===== src/sv/oets_pkg.sv =====
`timescale 1ns / 1ps
// ----------------------------------------------------------------------------
// oets_pkg: shared types and constants of the odd-even transposition sorter
// Widths of key and tag, store capacity, queue geometry and the back-end
// state encoding.
// ----------------------------------------------------------------------------
package oets_pkg;

	// field widths
	localparam int KEY_W    = 16;
	localparam int TAG_W    = 10;

	// sort store geometry
	localparam int CAPACITY = 64;
	localparam int CNT_W    = $clog2(CAPACITY + 1);
	localparam int IDX_W    = $clog2(CAPACITY);

	// decoupling queue geometry (depth is a power of two)
	localparam int QDEPTH   = 2;
	localparam int QPTR_W   = $clog2(QDEPTH);
	localparam int QCNT_W   = $clog2(QDEPTH + 1);

	// one classified beat travelling from front to back
	typedef struct packed {
		logic [KEY_W-1:0] key;
		logic [TAG_W-1:0] tag;
		logic             last;
		logic             keep;
	} oets_item_t;

	// back-end sequencer states
	typedef enum logic [1:0] {
		ST_LOAD,
		ST_ODD,
		ST_EVEN,
		ST_EMIT
	} oets_state_t;

	// back-end status seen by the top level
	typedef struct packed {
		logic             loading;
		logic             emitting;
		logic [CNT_W-1:0] fill;
	} oets_sts_t;

endpackage


===== src/sv/oets_front.sv =====
`timescale 1ns / 1ps
// ----------------------------------------------------------------------------
// oets_front: input acceptance and classification
// Counts beats of the current batch, marks beats past the store capacity as
// not kept and discards such beats unless they close the batch.
// ----------------------------------------------------------------------------
module oets_front (
	input  logic                     clk,
	input  logic                     arst_n,
	input  logic                     in_valid,
	output logic                     in_stall,
	input  logic [oets_pkg::KEY_W-1:0] key,
	input  logic [oets_pkg::TAG_W-1:0] tag,
	input  logic                     last,
	input  logic                     q_full,
	output logic                     q_push,
	output oets_pkg::oets_item_t     q_item
);
	import oets_pkg::*;

	logic [CNT_W-1:0] batch_cnt_q;
	logic             accept;
	logic             keep;

	// accept whenever the queue has room
	assign in_stall = q_full;
	assign accept   = in_valid && !q_full;
	assign keep     = (batch_cnt_q < CNT_W'(CAPACITY));

	// classified beat towards the queue
	assign q_push      = accept && (keep || last);
	assign q_item.key  = key;
	assign q_item.tag  = tag;
	assign q_item.last = last;
	assign q_item.keep = keep;

	// beats seen in the current batch, saturating at capacity
	always_ff @(posedge clk or negedge arst_n) begin
		if (!arst_n) begin
			batch_cnt_q <= '0;
		end else if (accept) begin
			if (last) begin
				batch_cnt_q <= '0;
			end else if (keep) begin
				batch_cnt_q <= batch_cnt_q + CNT_W'(1);
			end
		end
	end

endmodule


===== config.mk =====
export PLATFORM = sky130hd
export DESIGN_NAME = oets_front
export DESIGN_NICKNAME = d
export VERILOG_FILES = /design/src/sv/oets_pkg.sv /design/src/sv/oets_front.sv
export SDC_FILE = /design/constraint.sdc
export NUM_CORES = 1
export LEC_CHECK = 0
export BUFFER_PORTS_ARGS = -buffer_cell sky130_fd_sc_hd__buf_4
export CAP_MARGIN = 20
export CORE_MARGIN = 1.5
export CORE_UTILIZATION = 35
export DETAILED_ROUTE_END_ITERATION = 12
export GPL_ROUTABILITY_DRIVEN = 0
export PLACE_DENSITY = 0.88
export SLEW_MARGIN = 20
export SYNTH_ARGS = -nofsm -noshare
export SYNTH_HDL_FRONTEND = slang
export SYNTH_SLANG_ARGS = --single-unit

===== constraint.sdc =====
create_clock -name clk -period 2.2 [get_ports clk]
set_clock_uncertainty 0.2 [all_clocks]
set_input_delay 0.44 -clock clk [delete_from_list [all_inputs] [get_ports clk]]
set_output_delay 0.44 -clock clk [all_outputs]
set_load 0.1 [all_outputs]

== Word level (Yosys, flattened, before mapping) ==
Cells that the tools add are included.
Operators by class
  add/subtract/negate cells: 1
  magnitude comparators: 1
  multiplexer cells: 2
  reduce and logical (&&, ||, !) cells: 6
Operator list (count)
  2-to-1 mux 7 bit: 2
  adder 7 x 1 -> 7 bit (second input constant): 1
  < comparator 7 bit (second input constant): 1
  logical AND 1 bit: 2
  AND reduction 2 bit: 1
  nonzero test 2 bit: 1
  logical NOT 1 bit: 1
  logical OR 1 bit: 1
Storage, ports and cells
  register bits after elaboration: 7
  input port bits: 31
  output and inout bits: 30
  logic and storage cells: 11

== Longest topological paths before layout ==
Gate-level depths: netlist of run 1.
  depth after elaboration: 3
  gate-level depth with buffers: 4
  mapped depth without buffers: 4

== Worst setup path after synthesis of run 1 ==
No wires, ideal clock.
  kind: in2reg
  start: input q_full
  end: register batch_cnt_q[0]
  setup time: 0.125 ns
  arrival: 2.426 ns
  required time: 1.875 ns
  path slack: -0.551 ns
  stages on the path: 4
  path buffers: 1
  cells stage by stage: nand2b_4 buf_6 nor2_1 mux2_2
On the way
  cells in the longest elaborated chain, start to end: 3
Ends and longest elaborated chain
  start, declared: RTL line oets_front.sv:15  | input logic q_full,
  logical NOT 1 bit: RTL line oets_front.sv:27  | assign accept = in_valid && !q_full;
  logical AND 1 bit: RTL line oets_front.sv:27
  AND reduction 2 bit (no source line)
  end signal, assigned: RTL line oets_front.sv:45  | batch_cnt_q <= batch_cnt_q + CNT_W'(1);
  end, declared: RTL line oets_front.sv:21  | logic [CNT_W-1:0] batch_cnt_q;
No other way between the ends.
A chain may end at the register's enable or synchronous reset.

== Final worst setup path of run 1 ==
  start: register batch_cnt_q[6]
  end: output q_push
On the way
  cells in the longest elaborated chain, start to end: 3
Ends and longest elaborated chain
  < comparator 7 bit: RTL line oets_front.sv:28  | assign keep = (batch_cnt_q < CNT_W'(CAPACITY));
  logical OR 1 bit: RTL line oets_front.sv:31  | assign q_push = accept && (keep || last);
  logical AND 1 bit: RTL line oets_front.sv:31
  end, declared: RTL line oets_front.sv:16  | output logic q_push,
No other way between the ends.

==> run metrics, run 1 <==
number of buffers created by CTS 3; number of placed I/O pins 61; layout-stage area growth over the synthesis result -17.91%; Avg Vias per Cell 5.333; hold_ws 209.1 ps; standard cell area after detailed placement ~470 um2; Layout fillers 175; initial cell density of the core 0.3681; cell with the most instances after synthesis sky130_fd_sc_hd__buf_4; GRT Resource Usage Total 0.1074; Die Span Y 45.15 um; post-route standard cell area excluding fillers 510.5 um2; unrepaired setup endpoints after global routing false; total routed wirelength 1002 um; run status complete, no violations; post-synthesis net count 102; Multi-input gate area around 200 um2; number of standard-cell rows in the floorplan 15; Worst EP arrival 1220 ps; max reg flops 7; DR vias 368; final instance count without filler cells 69; Sinks on Clock Net 7; clock network latency to the later pin of the worst-skew pair 260 ps; mean instance size in the synthesized netlist 8.884 um2; # setup viols final 0; combined flip-flop and latch cell area 175.2 um2; Worst-Margin Slew 298.5 ps; minimum clock period around 1900 ps; PortBufs 8; Total Die Area 0.002039 mm2; setup tns final 0 ps; share of flip-flops with an asynchronous set or reset 1.000; wire length of the first global-routing pass 1449 um; part of the Yosys area used for sequential elements 0.2817; top flop regs batch_cnt_q x7; largest driver fanout on the critical path 3; dominant synthesized flop cell sky130_fd_sc_hd__dfrtp_1; most congested layer reported by global routing met2; register bit count reported by yosys 7; cell area after synthesis 621.8 um2; normalized max-slew margin 0.7992; synthesis warning total 0; antenna violations before repair 0; leakage power 0.2243 nW; root buffer cell sky130_fd_sc_hd__clkbuf_4; violation count after the first detailed-routing iteration 7; iteration count of the initial detailed-routing pass 2; TritonCTS clock tree yes; number of H-tree levels 1; f_max 0.5385 GHz; startpoint types flip-flop; count of different cell masters after synthesis 20; number of enable-type register cells in the synthesized netlist 0; maximum VDD drop around 0.00036 V; Final nets 85; core area 0.001689 mm2; most flop-heavy register batch_cnt_q; final hold vios 0; clock transition at the registers of the reported paths about 60 ps; fraction of final layout cells with drive strength greater than 1 0.3269; detailed-route DRC error count 0; placed wire-length estimate 821.7 um; power per standard cell area 704.4 mW/mm2; met2 usage 0.1743; maximum number of pins on one net before global-route repair 12; Design Power around 360 uW; vias in the first global route 354; Worst EP required 1560 ps; Antenna Diode Count 0; period utilisation layout 0.8441; most area-consuming cells after synthesis sky130_fd_sc_hd__buf_4, sky130_fd_sc_hd__dfrtp_1, sky130_fd_sc_hd__buf_6; max-capacitance violation count 0; Resized cells post-CTS 0; GR Layer Usage met1 0.09630; largest area contributor in the synthesized netlist sky130_fd_sc_hd__buf_4; width of the die between 40 and 50 um; most used standard cells in the synthesized netlist sky130_fd_sc_hd__buf_4, sky130_fd_sc_hd__dfrtp_1, sky130_fd_sc_hd__a21oi_1; antenna-violating nets left 0; crit path kind reg2out; maximum count of clock buffers along a single path 2; CP endpoint kind output port; Tightest Hold Check Type in2reg; Post-CTS Repair Setup Buffers 0; cells after synthesis 70; gr ovfl total 0; Max Transition Viols Final 0; routing usage on met3 0.05200; area share of the leading cell type in the synthesized netlist 0.3501; post-DR wirelength/cell 14.52 um; # placed instances 64
power by group:
| group | total, mW | internal, mW | switching (mW) |
|---|---|---|---|
| Clock | 0.118 | 0.0693 | 0.0492 |
| Combinational | 0.0819 | 0.0307 | 0.0512 |
| Sequential | 0.159 | 0.144 | 0.0151 |
placed cells by master (no fill, tap or decap), drive strengths merged:
cell type,instances
mux2,2
clkbuf,4
nand2,2
a21oi,4
inv,3
buf,9
nor2,3
nor4,1
ha,1
nor2b,2
nand3,2
o31ai,3
nand2b,1
dfrtp,7
dlygate4sd3,1
o21ai,1
o41ai,1
and3b,1
or3,1
or4,3
layout make-up:
class | count | area share
clock buffers | 4 | 0.05147
repair buffers | 10 | 0.1520
inverters | 3 | 0.02206
flip-flops and latches | 7 | 0.3431
multi-input cells | 28 | 0.3897
well taps | 17 | 0.04167
cell families (layout without fill, tap and decap cells):
kind of cell / Yosys count / count (layout) / share of synthesized area
adder cells (fa/ha/maj): 1 / 1 / 0.02012
AO/OA/AOI/OAI: 9 / 9 / 0.09054
buffers and inverters: 35 / 17 / 0.4105
AND/OR/NAND/NOR: 16 / 16 / 0.1610
multiplexers: 2 / 2 / 0.03621
flip-flops: 7 / 7 / 0.2817
metal layers:
| metal | part of all wire | vias to the layer above |
|---|---|---|
| li1 | - | 169 |
| met1 | 0.32 | 179 |
| met2 | 0.54 | 16 |
| met3 | 0.11 | 4 |
| met4 | 0.031 | 0 |
| met5 | 0 | - |
critical path, stage by stage (launching register included):
cell and delay [ps]:
sky130_fd_sc_hd__dfrtp_1 400, sky130_fd_sc_hd__nor2b_1 170, sky130_fd_sc_hd__nor2_4 90, sky130_fd_sc_hd__buf_4 290
stage by stage:
stage / util / setup slack (ps)
finish: 0.3022 / 343.1
global route: 0.3022 / 286.7
CTS: 0.3022 / 330.9
detailed placement: 0.2807 / 389.5
global placement: 0.2807 / 415.2
floorplan: - / 287.2
repair_timing:
| item | CTS | global route |
|---|---|---|
| hold buffers | 1 | 0 |
| setup endpoints to repair | 0 | 0 |
| hold endpoints to repair | 7 | 0 |
final timing paths:
check                                                   to  slack (ps)  depth (start not counted)                  startpoint
worst min-delay path            batch_cnt_q[1]$_DFFE_PN0P_         210                          2                        last
min in group asynchronous       batch_cnt_q[6]$_DFFE_PN0P_         320                          2                      arst_n
worst max-delay path                                q_push         340                          3  batch_cnt_q[6]$_DFFE_PN0P_
worst max register to register  batch_cnt_q[5]$_DFFE_PN0P_         460                          4  batch_cnt_q[6]$_DFFE_PN0P_
max in group asynchronous       batch_cnt_q[1]$_DFFE_PN0P_        1340                          2                      arst_n
worst min register to register  batch_cnt_q[1]$_DFFE_PN0P_         310                          1  batch_cnt_q[6]$_DFFE_PN0P_
(Power assumes the default switching activity.)
==> run 2: changes to the inputs <==
--- a/config.mk
+++ b/config.mk
@@ -8,10 +8,10 @@
 export BUFFER_PORTS_ARGS = -buffer_cell sky130_fd_sc_hd__buf_4
 export CAP_MARGIN = 20
 export CORE_MARGIN = 1.5
-export CORE_UTILIZATION = 35
+export CORE_UTILIZATION = 32
 export DETAILED_ROUTE_END_ITERATION = 12
 export GPL_ROUTABILITY_DRIVEN = 0
-export PLACE_DENSITY = 0.88
+export PLACE_DENSITY = 0.85
 export SLEW_MARGIN = 20
 export SYNTH_ARGS = -nofsm -noshare
 export SYNTH_HDL_FRONTEND = slang
==> constraint.sdc (replaced) <==
create_clock -name clk -period 1.67 [get_ports clk]
set_clock_uncertainty 0.2 [all_clocks]
set_input_delay 0.334 -clock clk [delete_from_list [all_inputs] [get_ports clk]]
set_output_delay 0.334 -clock clk [all_outputs]
set_load 0.1 [all_outputs]
==> run 2 against run 1 <==
Final area rose by 12%. Sequential power rose by 30%. Via count rose by 11%. Critical path depth did not move. Sequential share of layout area decreased by 3.8 points. Highest routed layer unchanged. Total power increased by 37%. First-iteration DRC count shrank 71%.
==> run metrics, run 2 (synthesized netlist as in run 1, its figures left out) <==
unrepaired setup endpoints after global routing true; TritonCTS clock tree yes; f_max 0.6071 GHz; detailed-route DRC error count 0; Sinks on Clock Net 7; register-to-register path setup slack about 80 ps; # placed instances 71; leakage power 0.2489 nW; maximum count of clock buffers along a single path 2; leading cell type in the layout, fill and taps excluded sky130_fd_sc_hd__buf_4; number of buffers created by CTS 3; max reg flops 7; startpoint types flip-flop; clock network power share 0.318; final critical-path setup slack 22.87 ps; Worst EP required 1140 ps; switching power as a share of total power 0.3180; origin of the critical flop-to-flop path batch_cnt_q[6]$_DFFE_PN0P_; Worst EP arrival 1110 ps; power per standard cell area 857.0 mW/mm2; Die Span Y 47.08 um; part of the power in registers 0.421; top flop regs batch_cnt_q x7; # setup viols final 0; largest driver fanout on the critical path 4; gr ovfl total 0; antenna violations before repair 0; placed wire-length estimate 835.1 um; part of the total power dissipated in combinational logic 0.261; worst-case setup slack after placement -21.41 ps; DR vias 409; most frequent cells in the layout sky130_fd_sc_hd__buf_4, sky130_fd_sc_hd__dfrtp_1; final instance count without filler cells 80; max-capacitance violation count 0; root buffer cell sky130_fd_sc_hd__clkbuf_4; standard cell area after detailed placement 488.0 um2; run status complete, no violations; clock transition at the registers of the reported paths 50 ps; maximum VDD drop 0.0003644 V; Design Power 492.2 uW; wire length of the first global-routing pass 1800 um; number of standard-cell rows in the floorplan 15; total routed wirelength 1161 um; end point of the most critical hold path batch_cnt_q[1]$_DFFE_PN0P_; hold_ws 137.3 ps; most flop-heavy register batch_cnt_q; Layout fillers 197; initial cell density of the core 0.3488; fraction of final layout cells with drive strength greater than 1 0.4182; maximum number of pins on one net before global-route repair 12; worst reg2reg path depth 4; setup tns final 0 ps; Tightest Hold Check Type in2reg; layout-stage area growth over the synthesis result -7.646%; crit path kind reg2out; post-DR wirelength/cell 14.51 um; period utilisation layout 0.9863; clock network latency to the later pin of the worst-skew pair 250 ps; utilization after layout 0.3221; Multi-input gate area 217.7 um2; normalized max-slew margin 0.7969; post-route standard cell area excluding fillers 574.3 um2; number of H-tree levels 1; Worst-Margin Slew approximately 300 ps; Antenna Diode Count 0; minimum clock period 1647 ps; CP endpoint kind output port; Max Transition Viols Final 0; combined flip-flop and latch cell area 175.2 um2; PortBufs 8; worst reg2reg endpoint batch_cnt_q[4]$_DFFE_PN0P_; iteration count of the initial detailed-routing pass 2; antenna-violating nets left 0; core area between 0.0015 and 0.002 mm2; final hold vios 0; vias in the first global route between 300 and 400; width of the die 47.08 um; worst hold stages 2; Internal Pwr Total 335.6 uW; Final nets 88; Total Die Area approximately 0.0022 mm2; number of placed I/O pins 61; violation count after the first detailed-routing iteration 2; Avg Vias per Cell 5.113; power spent charging and discharging nets ~160 uW; GRT Resource Usage Total 0.1202; worst hold path startpoint last
==> run 2: worst max path at each step <==
| stage | start | to | slack (ps) | cells after the start |
|---|---|---|---|---|
| after floorplan | batch_cnt_q[6]$_DFFE_PN0P_ | batch_cnt_q[0]$_DFFE_PN0P_ | -120 | 4 |
| after global placement | q_full | batch_cnt_q[5]$_DFFE_PN0P_ | 60 | 4 |
| after detailed placement | q_full | batch_cnt_q[5]$_DFFE_PN0P_ | -20 | 4 |
| after CTS | batch_cnt_q[6]$_DFFE_PN0P_ | q_push | 10 | 3 |
| after global routing | batch_cnt_q[6]$_DFFE_PN0P_ | q_push | -20 | 3 |
| final | batch_cnt_q[6]$_DFFE_PN0P_ | q_push | 20 | 3 |
==> run 2: metal layers <==
layer / part of all wire / track usage / wire length (um) / vias up
met1: 0.34 / 0.1192 / 400 / 195
met5: 0 / 0 / 0 / -
met2: 0.47 / 0.1753 / 542 / 26
li1: - / - / - / 174
met3: 0.097 / 0.02308 / 113 / 14
met4: 0.090 / 0.1778 / 104 / 0
==> run 2: final cells by class <==
| cell class | instances | share of cell area |
|---|---|---|
| Multi-Input combinational cell | 28 | 0.3791 |
| Sequential cell | 7 | 0.3050 |
| Timing Repair Buffer | 13 | 0.1961 |
| Tap cell | 25 | 0.05447 |
| Clock buffer | 4 | 0.04575 |
| Inverter | 3 | 0.01961 |
==> run 2: worst max-delay path, cell delays in order (launching register included) <==
cell and delay, ps:
sky130_fd_sc_hd__dfrtp_1 400, sky130_fd_sc_hd__nor2b_4 150, sky130_fd_sc_hd__nor2_4 120, sky130_fd_sc_hd__buf_12 190
==> run 2: power groups by stage <==
stage               combinational [mW]  clock [mW]  sequential, mW
finish                           0.128       0.157           0.207
detailed placement               0.108           0           0.212
global placement                 0.102           0           0.210
floorplan                        0.378           0           0.206
global route                     0.140       0.174           0.209
CTS                              0.116       0.166           0.209
==> run 2: what timing repair did <==
item	CTS	global route
hold buffers	1	0
hold endpoints to repair	7	0
pin swaps	1	0
gates resized for setup	3	2
buffers inserted	3	1
endpoints found under the setup margin	1	2
