[config.mk]
export PLATFORM = sky130hd
export DESIGN_NAME = oets_queue
export DESIGN_NICKNAME = d
export VERILOG_FILES = /design/src/sv/oets_pkg.sv /design/src/sv/oets_queue.sv
export SDC_FILE = /design/constraint.sdc
export NUM_CORES = 1
export LEC_CHECK = 0
export BUFFER_PORTS_ARGS = -buffer_cell sky130_fd_sc_hd__buf_2
export CAP_MARGIN = 5
export CORE_MARGIN = 2
export CORE_UTILIZATION = 30
export DETAILED_ROUTE_END_ITERATION = 16
export REMOVE_ABC_BUFFERS = 1
export SYNTH_ARGS = -nofsm -noshare
export SYNTH_HDL_FRONTEND = slang
export SYNTH_SLANG_ARGS = --single-unit
[constraint.sdc]
create_clock -name clk -period 2.5 [get_ports clk]
set_input_delay 0.25 -clock clk [delete_from_list [all_inputs] [get_ports clk]]
set_output_delay 0.25 -clock clk [all_outputs]
set_load 0.02 [all_outputs]
[src/sv/oets_pkg.sv]
`timescale 1ns / 1ps
// ----------------------------------------------------------------------------
// oets_pkg: shared types and constants of the odd-even transposition sorter
// Widths of key and tag, store capacity, queue geometry and the back-end
// state encoding.
// ----------------------------------------------------------------------------
package oets_pkg;

	// field widths
	localparam int KEY_W    = 16;
	localparam int TAG_W    = 10;

	// sort store geometry
	localparam int CAPACITY = 64;
	localparam int CNT_W    = $clog2(CAPACITY + 1);
	localparam int IDX_W    = $clog2(CAPACITY);

	// decoupling queue geometry (depth is a power of two)
	localparam int QDEPTH   = 2;
	localparam int QPTR_W   = $clog2(QDEPTH);
	localparam int QCNT_W   = $clog2(QDEPTH + 1);

	// one classified beat travelling from front to back
	typedef struct packed {
		logic [KEY_W-1:0] key;
		logic [TAG_W-1:0] tag;
		logic             last;
		logic             keep;
	} oets_item_t;

	// back-end sequencer states
	typedef enum logic [1:0] {
		ST_LOAD,
		ST_ODD,
		ST_EVEN,
		ST_EMIT
	} oets_state_t;

	// back-end status seen by the top level
	typedef struct packed {
		logic             loading;
		logic             emitting;
		logic [CNT_W-1:0] fill;
	} oets_sts_t;

endpackage

[src/sv/oets_queue.sv]
`timescale 1ns / 1ps
// ----------------------------------------------------------------------------
// oets_queue: short fifo between front and back
// Lets the front keep taking beats while the back is busy with a batch.
// ----------------------------------------------------------------------------
module oets_queue (
	input  logic                 clk,
	input  logic                 arst_n,
	input  logic                 push,
	input  oets_pkg::oets_item_t push_item,
	output logic                 full,
	input  logic                 pop,
	output logic                 vld,
	output oets_pkg::oets_item_t pop_item
);
	import oets_pkg::*;

	oets_item_t        mem_q [QDEPTH];
	logic [QPTR_W-1:0] wr_ptr_q;
	logic [QPTR_W-1:0] rd_ptr_q;
	logic [QCNT_W-1:0] cnt_q;
	logic              do_push;
	logic              do_pop;

	assign full     = (cnt_q == QCNT_W'(QDEPTH));
	assign vld      = (cnt_q != '0);
	assign pop_item = mem_q[rd_ptr_q];
	assign do_push  = push && !full;
	assign do_pop   = pop && vld;

	// entry storage
	always_ff @(posedge clk) begin
		if (do_push) begin
			mem_q[wr_ptr_q] <= push_item;
		end
	end

	// pointers and occupancy
	always_ff @(posedge clk or negedge arst_n) begin
		if (!arst_n) begin
			wr_ptr_q <= '0;
			rd_ptr_q <= '0;
			cnt_q    <= '0;
		end else begin
			if (do_push) begin
				wr_ptr_q <= wr_ptr_q + QPTR_W'(1);
			end
			if (do_pop) begin
				rd_ptr_q <= rd_ptr_q + QPTR_W'(1);
			end
			if (do_push && !do_pop) begin
				cnt_q <= cnt_q + QCNT_W'(1);
			end else if (do_pop && !do_push) begin
				cnt_q <= cnt_q - QCNT_W'(1);
			end
		end
	end

endmodule

* After elaboration in Yosys (flattened, before gate mapping)
Memory sizes are Yosys's and may differ from the RTL's.
Cells that the tools add are included.
** Cells by class
- Muxes and demuxes :: 4
- Reduce and logical (&&, ||, !) cells :: 9
- Equality and inequality tests :: 1
- Add/subtract/negate cells :: 4
** Operators by type and width (count)
- $logic_and 1x1->1 :: 4
- $mux 2 :: 2
- $reduce_bool 2->1 :: 2
- $logic_not 1->1 :: 3
- $add 1x1->1 const B :: 2
- $add 2x1->2 const B :: 1
- $eq 2x2->1 const B :: 1
- $mux 1 :: 2
- $sub 2x1->2 const B :: 1
** Word-level totals
- Memories :: 1
- Word-level logic and storage cells :: 22
- Memory bits (writable) :: 56
- Flip-flop bits (word level) :: 4
** Memory list
- mem_q :: words 2, width 28, rd ports 1, clocked after Yosys merged registers in 0, write ports 1, line oets_queue.sv:18 : oets_item_t mem_q [QDEPTH];

* Logic depth before layout (Yosys ltp)
Gate-level depths: netlist of run 1.
- Word-level depth :: 7
- Mapped depth :: 7
- Gate-level depth less buffers :: 7

* Worst setup path before layout of run 1
No wires, ideal clock.
- Path kind :: register -> register
- Start :: register cnt_q[0]
- End :: memory mem_q[0][0] (netlist bit), enable pin
- Stages on the path, launching flop included :: 4
- Data required time :: 2.087 ns
- Arrival :: 1.813 ns
- Period minus slack after synthesis :: 2.225 ns
- Setup time :: 0.413 ns
- Slack :: 0.275 ns
- Path through :: dfrtp_1 nand2b_1 nand2_1 nor2_1
** On the way
- Longest elaborated chain between the ends :: 5
** RTL lines
- start: declaration :: line oets_queue.sv:21 : logic [QCNT_W-1:0] cnt_q;
- start signal: assignment :: line oets_queue.sv:52 : cnt_q <= cnt_q + QCNT_W'(1);
- start signal: assignment :: line oets_queue.sv:54 : cnt_q <= cnt_q - QCNT_W'(1);
- $eq 2x2->1 :: line oets_queue.sv:25 : assign full = (cnt_q == QCNT_W'(QDEPTH));
- $logic_not 1->1 :: line oets_queue.sv:28 : assign do_push = push && !full;
- $logic_and 1x1->1 :: line oets_queue.sv:28
- $mux 1 :: line oets_queue.sv:33 : if (do_push) begin
- $mux 1 (implied by the code) :: line oets_queue.sv:34 : mem_q[wr_ptr_q] <= push_item;
- end: declaration :: line oets_queue.sv:18
No other way between the ends.

==> tab_implementation.tex, run 1 <==
\begin{tabular}{lr}
\hline
Metric & Value \\
\hline
\multicolumn{2}{l}{\textbf{Pwr}} \\
Power density relative to cell area & 1230 nW/um2 \\
Largest vdd supply drop & 638 uV \\
Standby leakage power & 1.15 nW \\
\multicolumn{2}{l}{\textbf{Synthesis}} \\
Post-Syn Area per Cell & 21.4 um2 \\
Mapped cell area & 2270 um2 \\
Ys flop type & sky130\_fd\_sc\_hd\_\_edfxtp\_1 \\
Register area share after synthesis & 0.786 \\
Cell with the most instances after synthesis & sky130\_fd\_sc\_hd\_\_edfxtp\_1 \\
Area contributors post-synth & sky130\_fd\_sc\_hd\_\_edfxtp\_1 (74\%), sky130\_fd\_sc\_hd\_\_mux2\_2 (8.9\%), sky130\_fd\_sc\_hd\_\_mux2\_4 (6.6\%) \\
Register bit total from synthesis & 60 \\
Synth top cells by count & sky130\_fd\_sc\_hd\_\_edfxtp\_1 (56), sky130\_fd\_sc\_hd\_\_mux2\_2 (18), sky130\_fd\_sc\_hd\_\_mux2\_4 (10) \\
Gate count of the mapped netlist & 106 \\
Synth unique cells & 16 \\
Number of enable-type register cells in the synthesized netlist & 56 \\
Synth Warn \# & 0 \\
Cell taking the most area after synthesis & sky130\_fd\_sc\_hd\_\_edfxtp\_1 \\
Async set-or-reset flop fraction in the synthesized netlist & 0.0667 \\
Area share of the leading cell type in the synthesized netlist & 0.742 \\
\multicolumn{2}{l}{\textbf{Worst setup path}} \\
Crit Path Max Fanout & 20 \\
Startpoint-to-endpoint class of the critical path & reg -> out \\
Worst endpoint data arrival time & 1.73 ns \\
Crit path launch type & flop \\
Element type at the critical path end & output pin \\
Required time of the critical path & 2.25 ns \\
\multicolumn{2}{l}{\textbf{STA}} \\
Clock Skew & 0.00422 ns \\
Max-slew violations & 0 \\
Sum of negative setup slack & 0 ns \\
Worst slew slack as a fraction of its limit & 0.679 \\
Share of the clock period used by the worst path & 0.792 \\
Final Setup Violations & 0 \\
Maximum clock rate & 505 MHz \\
Hold Violations, Final & 0 \\
Setup repair after global routing missed its margin & no \\
Slew at the pin closest to its max-slew limit & 0.481 ns \\
Shortest period the worst path allows & 1.98 ns \\
\multicolumn{2}{l}{\textbf{Floorplanning}} \\
Die W & 90.9 um \\
Rows & 31 \\
Initial Utilization & 0.311 \\
Die area & 8260 um2 \\
Core area & 7290 um2 \\
Number of I/O pins & 62 \\
Chip height & 90.9 um \\
\multicolumn{2}{l}{\textbf{Clock tree}} \\
Number of clock sinks & 60 \\
Htree depth & 3 \\
Number of buffers created by CTS & 9 \\
CTS hold repair buffers & 1 \\
Longest Clk Path Bufs & 2 \\
CTS resizes & 0 \\
Post-CTS Setup Repair Bufs & 0 \\
Buffer type at the clock tree root & sky130\_fd\_sc\_hd\_\_clkbuf\_8 \\
TritonCTS clock tree & done \\
Clock slew at the register clock pins of the worst setup and hold paths & 0.06 ns \\
Clock latency on the worst-skew pair & 0.33 ns \\
\multicolumn{2}{l}{\textbf{Global routing}} \\
Sum of overflow across all layers after global routing & 0 \\
Initial antenna violation count & 0 \\
Total global-route track usage & 0.0988 \\
Via count of the first global-routing pass & 1218 \\
GRT Max-Usage Layer & met2 \\
Pin count of the biggest net entering global routing & 29 \\
Wire length of the first global-routing pass & 6.02 mm \\
Met3 track demand over resource in global routing & 0.0442 \\
GR Layer Usage met1 & 0.123 \\
Global-route met2 utilization & 0.146 \\
\multicolumn{2}{l}{\textbf{Placement}} \\
Last weighted congestion value of the routability-driven placer & 0.662 \\
Hpwl dp & 2.58 mm \\
Port Buffer Count & 61 \\
Placed Cells incl. Taps & 266 \\
\multicolumn{2}{l}{\textbf{Routing}} \\
Routed vias/inst & 4.16 \\
Number of DRC markers in iteration 0 & 35 \\
Vias post-DR & 1176 \\
Drt total wl & 3.90 mm \\
Average wire per standard cell & 13.8 um \\
Detail Route Antenna Nets & 0 \\
DR pass1 iterations & 4 \\
Count of unresolved DRC violations after routing & 0 \\
\multicolumn{2}{l}{\textbf{Min path}} \\
Class of the most critical hold timing path & in -> reg \\
\multicolumn{2}{l}{\textbf{Final layout}} \\
Non-filler cells, final & 283 \\
Area of the multi-input gates & 445 um2 \\
Layout Nets & 212 \\
Fill cells & 720 \\
Diodes inserted & 0 \\
Seq. cell area & 1780 um2 \\
Share of cells above drive strength 1 & 0.582 \\
Area growth, synth to finish & 28.7\% \\
\multicolumn{2}{l}{\textbf{Outcome}} \\
Outcome & complete, no violations \\
\multicolumn{2}{l}{\textbf{Flow run}} \\
Number of max-cap violations & 0 \\
\hline
\end{tabular}
==> cell families after synthesis <==
logic type,Yosys count,share of synthesized area
buf+inv,5,0.0182
fa+ha+maj,1,0.00552
simple gates,7,0.0149
mux,28,0.156
flops,60,0.786
xor+xnor,5,0.0193
==> through the flow <==
step,util,instance area [um2],hold WS (ns),setup slack (ns),power [mW]
floorplan,-,2230,-0.0456,0.275,2.32
global placement,0.370,2700,0.0715,0.855,2.71
detailed placement,0.370,2700,0.0661,0.830,2.72
CTS,0.400,2920,0.0894,0.460,3.64
global route,0.400,2920,0.0897,0.422,3.77
finish,0.400,2920,0.108,0.519,3.58
==> critical path: stages, from the launching register on <==
cell                      delay [ns]
sky130_fd_sc_hd__dfrtp_1        0.64
sky130_fd_sc_hd__buf_12         0.25
sky130_fd_sc_hd__mux2_2         0.36
sky130_fd_sc_hd__buf_2          0.16
==> path summary, 6_finish.rpt <==
kind | from | to | slack (ns) | depth (start not counted)
min reg2reg | cnt_q[1] | cnt_q[1] | 0.50 | 1
max | rd_ptr_q | pop_item[6] | 0.52 | 3
max reg2reg | cnt_q[0] | mem_q[0][8] | 1.01 | 4
min in group asynchronous | arst_n | wr_ptr_q | 0.26 | 2
max in group asynchronous | arst_n | rd_ptr_q | 2.11 | 2
min | push_item[16] | mem_q[1][16] | 0.11 | 1
==> placed cells by master (no fill, tap or decap) <==
cell / n
sky130_fd_sc_hd__buf_4: 2
sky130_fd_sc_hd__dfrtp_1: 4
sky130_fd_sc_hd__xnor2_1: 3
sky130_fd_sc_hd__bufinv_16: 2
sky130_fd_sc_hd__nand2_1: 2
sky130_fd_sc_hd__clkinv_1: 1
sky130_fd_sc_hd__nand2b_1: 1
sky130_fd_sc_hd__buf_2: 61
sky130_fd_sc_hd__and3_1: 1
sky130_fd_sc_hd__ha_1: 1
sky130_fd_sc_hd__clkbuf_8: 9
sky130_fd_sc_hd__xor2_1: 2
sky130_fd_sc_hd__inv_1: 2
sky130_fd_sc_hd__mux2_4: 10
sky130_fd_sc_hd__mux2_2: 18
sky130_fd_sc_hd__nor2_1: 1
sky130_fd_sc_hd__nor2_2: 1
sky130_fd_sc_hd__clkinv_2: 3
sky130_fd_sc_hd__or2_1: 1
sky130_fd_sc_hd__buf_12: 1
sky130_fd_sc_hd__clkbuf_1: 1
sky130_fd_sc_hd__dlygate4sd3_1: 1
sky130_fd_sc_hd__edfxtp_1: 56
==> registers in the layout (all words and copies together), names as in the netlist <==
register,flops
wr_ptr_q,1
mem_q,56
rd_ptr_q,1
cnt_q,2
==> report_power, final <==
group	total (mW)	internal, mW	switching (mW)
clock network	0.899	0.552	0.347
logic	1.20	0.526	0.671
registers	1.48	1.38	0.103
total	3.58	2.46	1.12
==> final cells by class <==
cell class,count,area share
clock buffers,10,0.0438
clock inverters,6,0.0270
inverters,2,0.00258
multi-input cells,41,0.153
flip-flops and latches,60,0.611
well taps,99,0.0425
repair buffers,65,0.120
==> metal layers <==
metal	part of all wire	wire length [um]	vias up
li1	-	-	552
met1	0.45	1760	570
met2	0.47	1820	46
met3	0.067	261	8
met4	0.017	65	0
met5	0	0	-
Note: power is estimated with default switching activity, not from simulation.
==> run 2, diff against run 1 <==
--- a/config.mk
+++ b/config.mk
@@ -5,6 +5,7 @@
 export SDC_FILE = /design/constraint.sdc
 export NUM_CORES = 1
 export LEC_CHECK = 0
+export ABC_AREA = 1
 export BUFFER_PORTS_ARGS = -buffer_cell sky130_fd_sc_hd__buf_2
 export CAP_MARGIN = 5
 export CORE_MARGIN = 2
==> constraint.sdc (replaced) <==
create_clock -name clk -period 1.9 [get_ports clk]
set_input_delay 0.19 -clock clk [delete_from_list [all_inputs] [get_ports clk]]
set_output_delay 0.19 -clock clk [all_outputs]
set_load 0.02 [all_outputs]
==> run 2 against run 1 <==
Against the previous run:
- first-iteration DRC count up 60%
- sequential power is 28% higher
- combinational power grew 41%
- design area grew 0.39%
- synthesized cell count rose by 68%
- clock skew rose by 0.0035 ns
- area after synthesis rose by 0.17%
==> tab_implementation.tex, run 2 <==
\begin{tabular}{lr}
\hline
Metric & Value \\
\hline
\multicolumn{2}{l}{\textbf{Placement}} \\
Worst Setup Slack post-DPL & 0.191 ns \\
Port Buffer Count & 61 \\
Hpwl dp & 2.65 mm \\
Last weighted congestion value of the routability-driven placer & 0.596 \\
Post-Place Cell Area & 2690 um2 \\
\multicolumn{2}{l}{\textbf{STA}} \\
Final Setup Violations & 0 \\
Share of the clock period used by the worst path & 0.892 \\
Worst slew slack as a fraction of its limit & 0.472 \\
Shortest period the worst path allows & 1.70 ns \\
Hold Violations, Final & 0 \\
Final critical-path setup slack & 0.204 ns \\
Setup repair after global routing missed its margin & no \\
Clock Skew & 0.00776 ns \\
Slew at the pin closest to its max-slew limit & 0.790 ns \\
Maximum clock rate & 590 MHz \\
Max-slew violations & 0 \\
Sum of negative setup slack & 0 ns \\
\multicolumn{2}{l}{\textbf{Pwr}} \\
Power density relative to cell area & 1670 nW/um2 \\
Tot Pwr & 4.90 mW \\
Standby leakage power & 1.29 nW \\
Largest vdd supply drop & 742 uV \\
\multicolumn{2}{l}{\textbf{Final layout}} \\
Fill cells & 760 \\
Diodes inserted & 0 \\
Number of flip-flops in the largest register & 56 \\
Largest register by flop count & mem\_q \\
Most common library cell in the layout ignoring fill and taps & sky130\_fd\_sc\_hd\_\_nand2\_1 \\
Most used cells in the layout excluding fill and tap cells & sky130\_fd\_sc\_hd\_\_nand2\_1 (95), sky130\_fd\_sc\_hd\_\_buf\_2 (61), sky130\_fd\_sc\_hd\_\_edfxtp\_1 (56), sky130\_fd\_sc\_hd\_\_clkbuf\_8 (9), sky130\_fd\_sc\_hd\_\_inv\_1 (7) \\
Area of the multi-input gates & 418 um2 \\
Area of all placed cells without fillers & 2930 um2 \\
Share of cells above drive strength 1 & 0.310 \\
Layout Nets & 280 \\
Area growth, synth to finish & 28.9\% \\
Biggest regs & mem\_q x56, cnt\_q x2 \\
Final Core Density & 0.401 \\
Seq. cell area & 1780 um2 \\
\multicolumn{2}{l}{\textbf{Min path}} \\
Class of the most critical hold timing path & in -> reg \\
Hold Crit Depth & 1 \\
Hold path endpoint & mem\_q[1][8] \\
Start point of the worst min-delay path & push\_item[8] \\
\multicolumn{2}{l}{\textbf{Global routing}} \\
Wire length of the first global-routing pass & 6.69 mm \\
Sum of overflow across all layers after global routing & 0 \\
Pin count of the biggest net entering global routing & 30 \\
Total global-route track usage & 0.107 \\
Via count of the first global-routing pass & 1434 \\
Initial antenna violation count & 0 \\
\multicolumn{2}{l}{\textbf{Floorplanning}} \\
Initial Utilization & 0.311 \\
Die W & 91.0 um \\
Core area & 7290 um2 \\
Number of I/O pins & 62 \\
Die area & 8280 um2 \\
Chip height & 91.0 um \\
Rows & 31 \\
\multicolumn{2}{l}{\textbf{Worst setup path}} \\
Startpoint-to-endpoint class of the critical path & reg -> reg \\
Worst endpoint data arrival time & 1.64 ns \\
Crit path launch type & flop \\
Cells on worst reg2reg path & 3 \\
Crit Path Max Fanout & 28 \\
Element type at the critical path end & flop \\
Reg-to-reg critical path startpoint & cnt\_q[1] \\
Required time of the critical path & 1.85 ns \\
Worst R2R Setup Slack & 0.20 ns \\
Worst flop-to-flop path endpoint & mem\_q[1][25] \\
\multicolumn{2}{l}{\textbf{Synthesis}} \\
Synth top cells by count & sky130\_fd\_sc\_hd\_\_nand2\_1 (95), sky130\_fd\_sc\_hd\_\_edfxtp\_1 (56), sky130\_fd\_sc\_hd\_\_inv\_1 (7) \\
Ys flop type & sky130\_fd\_sc\_hd\_\_edfxtp\_1 \\
Register area share after synthesis & 0.785 \\
Async set-or-reset flop fraction in the synthesized netlist & 0.0667 \\
Cell taking the most area after synthesis & sky130\_fd\_sc\_hd\_\_edfxtp\_1 \\
Mapped cell area & 2270 um2 \\
Area share of the leading cell type in the synthesized netlist & 0.741 \\
Area contributors post-synth & sky130\_fd\_sc\_hd\_\_edfxtp\_1 (74\%), sky130\_fd\_sc\_hd\_\_nand2\_1 (16\%), sky130\_fd\_sc\_hd\_\_dfrtp\_1 (4.4\%) \\
Synth Warn \# & 0 \\
Number of enable-type register cells in the synthesized netlist & 56 \\
Post-Syn Area per Cell & 12.8 um2 \\
Synth unique cells & 14 \\
Cell with the most instances after synthesis & sky130\_fd\_sc\_hd\_\_nand2\_1 \\
Gate count of the mapped netlist & 178 \\
Register bit total from synthesis & 60 \\
\multicolumn{2}{l}{\textbf{Flow run}} \\
Number of max-cap violations & 0 \\
\multicolumn{2}{l}{\textbf{Clock tree}} \\
CTS resizes & 0 \\
Clock slew at the register clock pins of the worst setup and hold paths & 0.07 ns \\
TritonCTS clock tree & done \\
Buffer type at the clock tree root & sky130\_fd\_sc\_hd\_\_clkbuf\_8 \\
Number of clock sinks & 60 \\
Longest Clk Path Bufs & 2 \\
Htree depth & 3 \\
Number of buffers created by CTS & 9 \\
Post-CTS Setup Repair Bufs & 0 \\
Clock latency on the worst-skew pair & 0.32 ns \\
\multicolumn{2}{l}{\textbf{Routing}} \\
Detail Route Antenna Nets & 0 \\
Drt total wl & 4.17 mm \\
Routed vias/inst & 4.02 \\
Vias post-DR & 1411 \\
DR pass1 iterations & 4 \\
Average wire per standard cell & 11.9 um \\
Count of unresolved DRC violations after routing & 0 \\
Number of DRC markers in iteration 0 & 56 \\
\multicolumn{2}{l}{\textbf{Outcome}} \\
Outcome & complete, no violations \\
\hline
\end{tabular}
[run 2: cell count changes after synthesis, sizes merged, moves of 2 or more]
cell / before / now
nand3: 0 / 2
buf: 3 / 6
xor2: 2 / 0
xnor2: 3 / 1
nand2: 2 / 95
inv: 2 / 8
mux2: 28 / 0
[run 2: worst max path at each step]
stage / start / endpoint / slack [ns] / cells past startpoint
after detailed placement: cnt_q[1] / mem_q[1][9] / 0.19 / 3
final: cnt_q[1] / mem_q[1][25] / 0.20 / 3
after CTS: rd_ptr_q / pop_item[19] / 0.17 / 4
after global placement: cnt_q[1] / mem_q[1][10] / 0.21 / 3
after global routing: rd_ptr_q / pop_item[12] / 0.04 / 4
after floorplan: cnt_q[1] / mem_q[1][0] / -0.26 / 3
[run 2: logic make-up (layout without fill, tap and decap cells)]
group	after synthesis	count (layout)	share of synthesized area
adders and majority gates	1	1	0.00551
xor gates and xnor gates	1	1	0.00386
buffers and inverters	14	88	0.0342
AOI/OAI and AO/OA	1	1	0.00220
and+or+nand+nor	101	101	0.169
DFF	60	60	0.785
[run 2: routing by layer]
layer / routed length, um / GRT usage / vias to the layer above
li1: - / - / 725
met1: 1870 / 0.122 / 640
met2: 1990 / 0.173 / 37
met3: 240 / 0.0473 / 9
met4: 77 / 0.0530 / 0
met5: 0 / 0 / -
[run 2: critical path: stages (launching register included)]
cell,delay (ns)
sky130_fd_sc_hd__dfrtp_1,0.38
sky130_fd_sc_hd__inv_1,0.11
sky130_fd_sc_hd__o21ai_0,0.17
sky130_fd_sc_hd__nor2_4,0.65
[run 2: layout make-up]
type / instances / share of cell area
clock inverters: 6 / 0.0351
repair buffers: 64 / 0.117
multi-input cells: 104 / 0.143
inverters: 8 / 0.0103
well taps: 99 / 0.0423
clock buffers: 10 / 0.0436
flip-flops and latches: 60 / 0.609
[run 2: what timing repair did]
action	in CTS	in global routing
hold buffers	1	0
endpoints found under the hold margin	4	0
setup endpoints to repair	0	0
[run 2: through the flow]
stage / hold WS, ns / instances
after global routing: 0.0261 / 351
after detailed placement: 0.00679 / 334
final: 0.0508 / 351
after global placement: 0.00389 / 334
after floorplan: -0.106 / 172
after CTS: 0.0309 / 351
[run 2: power by group]
part	internal, mW	leakage (nW)	total [mW]	switching, mW
clock network	0.861	0.115	1.32	0.461
logic	0.491	0.604	1.69	1.20
registers	1.81	0.569	1.89	0.0799
